--- src/rtl/rae_pkg.sv ---
// shared types and constants for the ray / box entry-exit test
// no dependencies; imported by every module of the block
`timescale 1ns / 1ps
`default_nettype none

package rae_pkg;

   localparam int AXES      = 3;
   localparam int COORD_W   = 32;
   localparam int DIV_STEPS = 32;
   localparam int DIV_LAT   = DIV_STEPS + 2;
   localparam int LANE_LAT  = DIV_LAT + 2;
   localparam int MERGE_LAT = 3;
   localparam int PIPE_LAT  = LANE_LAT + MERGE_LAT;
   localparam int REQ_W     = 12 * COORD_W;
   localparam int RSP_W     = 64;

   localparam logic signed [31:0] TIME_MAX = 32'sh7FFF_FFFF;
   localparam logic signed [31:0] TIME_MIN = 32'sh8000_0000;

   typedef logic signed [COORD_W-1:0] coord_type;

   typedef struct packed {
      logic      miss;
      logic      outside;
      logic      v_zero;
      coord_type o;
      coord_type v;
      coord_type lo;
      coord_type hi;
   } lane_side_type;

   typedef struct packed {
      lane_side_type side;
      coord_type     near_t;
      coord_type     far_t;
   } lane_out_type;

   typedef struct packed {
      logic        hit;
      logic [30:0] entry_time;
      coord_type   exit_time;
   } result_type;

endpackage

`default_nettype wire

--- src/rtl/rae_div.sv ---
// pipelined restoring divider, one quotient bit per stage, saturating q16.16 result
// depends on rae_pkg
`timescale 1ns / 1ps
`default_nettype none

module rae_div
   import rae_pkg::*;
(
   input  wire logic        clock,
   input  wire logic        en,
   input  wire logic [32:0] num_mag,
   input  wire logic [31:0] den_mag,
   input  wire logic        neg,
   output coord_type        quo
);

   logic [31:0] rem_ff [0:DIV_STEPS];
   logic [31:0] q_ff   [0:DIV_STEPS];
   logic [31:0] den_ff [0:DIV_STEPS];
   logic [15:0] nlo_ff [0:DIV_STEPS];
   logic        neg_ff [0:DIV_STEPS];
   logic        ovf_ff [0:DIV_STEPS];
   coord_type   quo_ff;
   coord_type   quo_in;

   always_ff @(posedge clock) begin
      if (en) begin
         rem_ff[0] <= {15'd0, num_mag[32:16]};
         q_ff[0]   <= '0;
         den_ff[0] <= den_mag;
         nlo_ff[0] <= num_mag[15:0];
         neg_ff[0] <= neg;
         ovf_ff[0] <= {15'd0, num_mag[32:16]} >= den_mag;
      end
   end

   for (genvar i = 1; i <= DIV_STEPS; i++) begin : g_step
      logic [32:0] trial;
      logic        ge;
      logic [32:0] diff;
      assign trial = {rem_ff[i-1], nlo_ff[i-1][15]};
      assign ge    = trial >= {1'b0, den_ff[i-1]};
      assign diff  = trial - {1'b0, den_ff[i-1]};
      always_ff @(posedge clock) begin
         if (en) begin
            rem_ff[i] <= ge ? diff[31:0] : trial[31:0];
            q_ff[i]   <= {q_ff[i-1][30:0], ge};
            den_ff[i] <= den_ff[i-1];
            nlo_ff[i] <= {nlo_ff[i-1][14:0], 1'b0};
            neg_ff[i] <= neg_ff[i-1];
            ovf_ff[i] <= ovf_ff[i-1];
         end
      end
   end

   always_comb begin
      if (ovf_ff[DIV_STEPS] || q_ff[DIV_STEPS][31]) begin
         quo_in = neg_ff[DIV_STEPS] ? TIME_MIN : TIME_MAX;
      end else if (neg_ff[DIV_STEPS]) begin
         quo_in = -$signed(q_ff[DIV_STEPS]);
      end else begin
         quo_in = $signed(q_ff[DIV_STEPS]);
      end
   end

   always_ff @(posedge clock) begin
      if (en) begin
         quo_ff <= quo_in;
      end
   end

   assign quo = quo_ff;

endmodule

`default_nettype wire

--- config.mk ---
export PLATFORM = sky130hd
export DESIGN_NAME = rae_div
export DESIGN_NICKNAME = d
export VERILOG_FILES = /design/src/rtl/rae_pkg.sv /design/src/rtl/rae_div.sv
export SDC_FILE = /design/constraint.sdc
export NUM_CORES = 2
export LEC_CHECK = 0
export BUFFER_PORTS_ARGS = -buffer_cell sky130_fd_sc_hd__buf_2
export CAP_MARGIN = 20
export CORE_MARGIN = 3
export CORE_UTILIZATION = 55
export CTS_CLUSTER_DIAMETER = 200
export DETAILED_ROUTE_END_ITERATION = 12
export HOLD_SLACK_MARGIN = 0.15
export PLACE_DENSITY = 0.79
export SETUP_SLACK_MARGIN = 0.3
export SLEW_MARGIN = 20
export SYNTH_ARGS = -nofsm -noshare
export SYNTH_HDL_FRONTEND = slang
export SYNTH_SLANG_ARGS = --single-unit
--- constraint.sdc ---
create_clock -name clock -period 6.84 [get_ports clock]
set_input_delay 0.684 -clock clock [delete_from_list [all_inputs] [get_ports clock]]
set_output_delay 0.684 -clock clock [all_outputs]
set_load 0.02 [all_outputs]
==> results_dict.tcl <==
set metrics [dict create \
    hold_path_end "nlo_ff[0][108]" \
    synth.avg_cell_area_um2 11.7 \
    synthArstFlopShare_pct 0 \
    drive_gt1_share_pct 8.12 \
    grt_usage_pct 23.4 \
    synthCells 12700 \
    setup_violations 0 \
    gp_congestion 0.953 \
    drv_slew 0 \
    synthSimpleGateAreaFrac_pct 8.81 \
    cp_slowest_cell "o21ai_0" \
    synth_top_family_by_area "compound AO/OA/AOI/OAI gates" \
    final-hold-violation-count 0 \
    rsz0062_at_grt "false" \
    total_leakage_power_nw 66.8 \
    synth_top_area_share_pct 56.5 \
    globalRoute.totalOverflow 0 \
    cts_made_buffers 299 \
    ys_types 92 \
    first_pass_iters 8 \
    switching_power_w 0.0278 \
    cts_max_path_buffers 4 \
    finalCriticalPeriod_ns 4.72 \
    utilization_pct 61.2 \
    crit_path_end_kind "flop" \
    path_class "flop to flop" \
    swShare_pct 36.5 \
    synthAdderAreaFrac_pct 9.06 \
    synth_seq_cells 2795 \
    grt_pass1_vias 95500 \
    tightest_slew_ns 1.15 \
    cts.clk_slew.worst_paths_ns 0.06 \
    avgRoutedWirePerCell_um 19.7 \
    drc 0 \
    htreeDepth 5 \
    viasPerCell 5.79 \
    preCtsSetupSlack_ns 2.16 \
    hold_class "input port to flop" \
    hp-start "en" \
    area_growth_pct 10.4 \
    synth.most_common_cell "edfxtp_1" \
    skew_ns 0.0740 \
    synth.area.mux_share_pct 3.06 \
    yosys.area.top_type "edfxtp_1" \
    cp_top_family "compound AO/OA/AOI/OAI gates" \
    drt-initial-drc-count 7934 \
    r2r_start "rem_ff[0][448]" \
    ir_drop_v 0.000317 \
    timing.final.crit_share_pct 69.1 \
    path_buf_inv 2 \
    placementRows 190 \
    ff2ff_path_depth 13 \
    hold_slack_ns 0.363 \
    synth_compound_area_share_pct 13.8 \
    clk_latency_ns 0.91 \
    dpl.hpwl_um 243000 \
    worstPathArrival_ns 5.49 \
    antenna_left 0 \
    synth-warning-count 0 \
    grt_start_max_net_pins 189 \
    worst_r2r_endpoint "rem_ff[0][485]" \
    path_cells "ha_1 > nor2b_1 > o21ai_0 > a21boi_0 > o31ai_1 > a221o_1 > a211oi_1 > a21oi_1 > o21ai_1 > a31oi_4 > buf_4 > o21ai_0 > buf_4" \
    clkPwrFrac_pct 21.2 \
    critPathMaxStageDelay_ns 0.61 \
    port-buffer-count 99 \
    io_pins 100 \
    root_buffer "clkbuf_16" \
    finalPower_w 0.0762 \
    grt_pass1_wl_um 516000 \
    die_area_mm2 0.277 \
    cts_tree "done" \
    die_h_um 526 \
    ys_seq_area_share_pct 56.5 \
    p_comb_share_pct 42.8 \
    synthTopCellsByArea "edfxtp_1, ha_1, a21oi_1, inv_1, xnor2_1" \
    num_vias 97000 \
    synth_edf_count 2795 \
    core_area_mm2 0.268 \
    antenna_found_initial 12 \
    power_density_mw_per_mm2 464 \
    synth_xor_area_share_pct 4.76 \
    synth_area_mm2 0.149 \
    synth_common_cells "edfxtp_1, inv_1, ha_1" \
    start_util_pct 55.4 \
    setup_slack_ns 2.12 \
    fmax_ghz 0.212 \
    critPathRequiredTime_ns 7.60 \
    r2r_slack_ns 2.12 \
    tns_ns 0 \
    slew_headroom_pct 23.6 \
    nets 14100 \
    cp_max_fo 42 \
    power.internal_w 0.0484 \
    outcome "completed" \
    maxCapViolations 0 \
    synthFlopType "edfxtp_1" \
    synth_nets 13800 \
    whs_path_depth 1 \
    totalWireLength_um 330000 \
    cts_sinks 2795 \
    cp-start-kind "flop" \
    die_width_um 526 \
    seq_power_share_pct 35.9 \
]
[power groups by stage]
stage | logic (W) | clock network, W | registers [W]
global placement | 0.0314 | 0 | 0.0276
CTS | 0.0323 | 0.0165 | 0.0274
global route | 0.0363 | 0.0172 | 0.0277
floorplan | 0.0250 | 0 | 0.0262
detailed placement | 0.0320 | 0 | 0.0276
finish | 0.0326 | 0.0162 | 0.0274
[timing repair]
item,CTS,global route
endpoints found under the hold margin,66,0
resized for setup,0,0
hold buffers,66,0
endpoints found under the setup margin,0,0
setup buffers,0,0
[layer usage]
metal,track usage [%],wire [um],vias to the layer above
met5,0,48,-
met4,12.4,19600,8
met3,3.10,16700,881
met2,41.8,166000,2876
met1,27.2,127000,46100
li1,-,-,47200
[kinds of logic after synthesis]
| logic type | count (synthesis) |
|---|---|
| AO/OA/AOI/OAI | 3294 |
| flip-flops | 2795 |
| AND/OR/NAND/NOR | 2753 |
| buffers and inverters | 1590 |
| adder cells (fa/ha/maj) | 1058 |
| XOR/XNOR | 807 |
| multiplexers | 408 |
[area by class of cell]
class,count,area [um2]
Sequential cell,2795,83900
Multi-Input combinational cell,8320,59000
Inverter,1309,4910
Tap cell,3552,4440
Clock inverter,187,2030
Fill cell,20500,104000
Timing Repair Buffer,246,2030
Clock buffer,348,7750
Antenna cell,6,15.0
[metrics by stage]
stage               std cells  instance area, um2
finish                  16800              164000
detailed placement      16200              154000
CTS                     16800              164000
global placement        16200              154000
floorplan               12700              149000
global route            16800              164000
[flip-flops by register name, indices dropped and copies added (netlist names)]
name	count
den_ff	1024
neg_ff	33
nlo_ff	136
ovf_ff	33
q_ff	528
quo	32
rem_ff	1009
[worst max path at each step]
stage / start / end / slack, ns / cells past startpoint
final: rem_ff[0][448] / rem_ff[0][485] / 2.12 / 13
after global routing: den_ff[0][449] / rem_ff[0][485] / 1.86 / 14
after CTS: den_ff[0][897] / rem_ff[0][940] / 2.13 / 13
after detailed placement: den_ff[0][897] / rem_ff[0][954] / 2.16 / 13
after global placement: den_ff[0][897] / rem_ff[0][931] / 2.18 / 13
after floorplan: den_ff[0][769] / rem_ff[0][804] / 3.13 / 14
[cells in the final DEF (no fill, tap or decap), types with 42 or more instances in the layout]
cell and instances:
o21bai_1 128, dlygate4sd3_1 66, a21o_1 522, and2_1 52, xor2_1 337, nand4_1 150
clkbuf_1 45, clkinv_1 57, a21boi_0 42, ha_1 1027, nor2b_1 160, and3_1 101
edfxtp_1 2795, buf_2 98, a211oi_1 69, nand2_1 829, mux2_2 344, a21oi_1 1007
o31ai_1 63, inv_1 1307, o21ai_0 739, nand2b_1 136, xnor2_1 470, nand3_1 187
or3_1 47, clkinv_2 49, o21a_1 163, buf_4 63, clkbuf_16 303, o211ai_1 50
nor3_1 133, a31oi_1 127, nor2_1 765
Power figures use the tool's default switching activity.
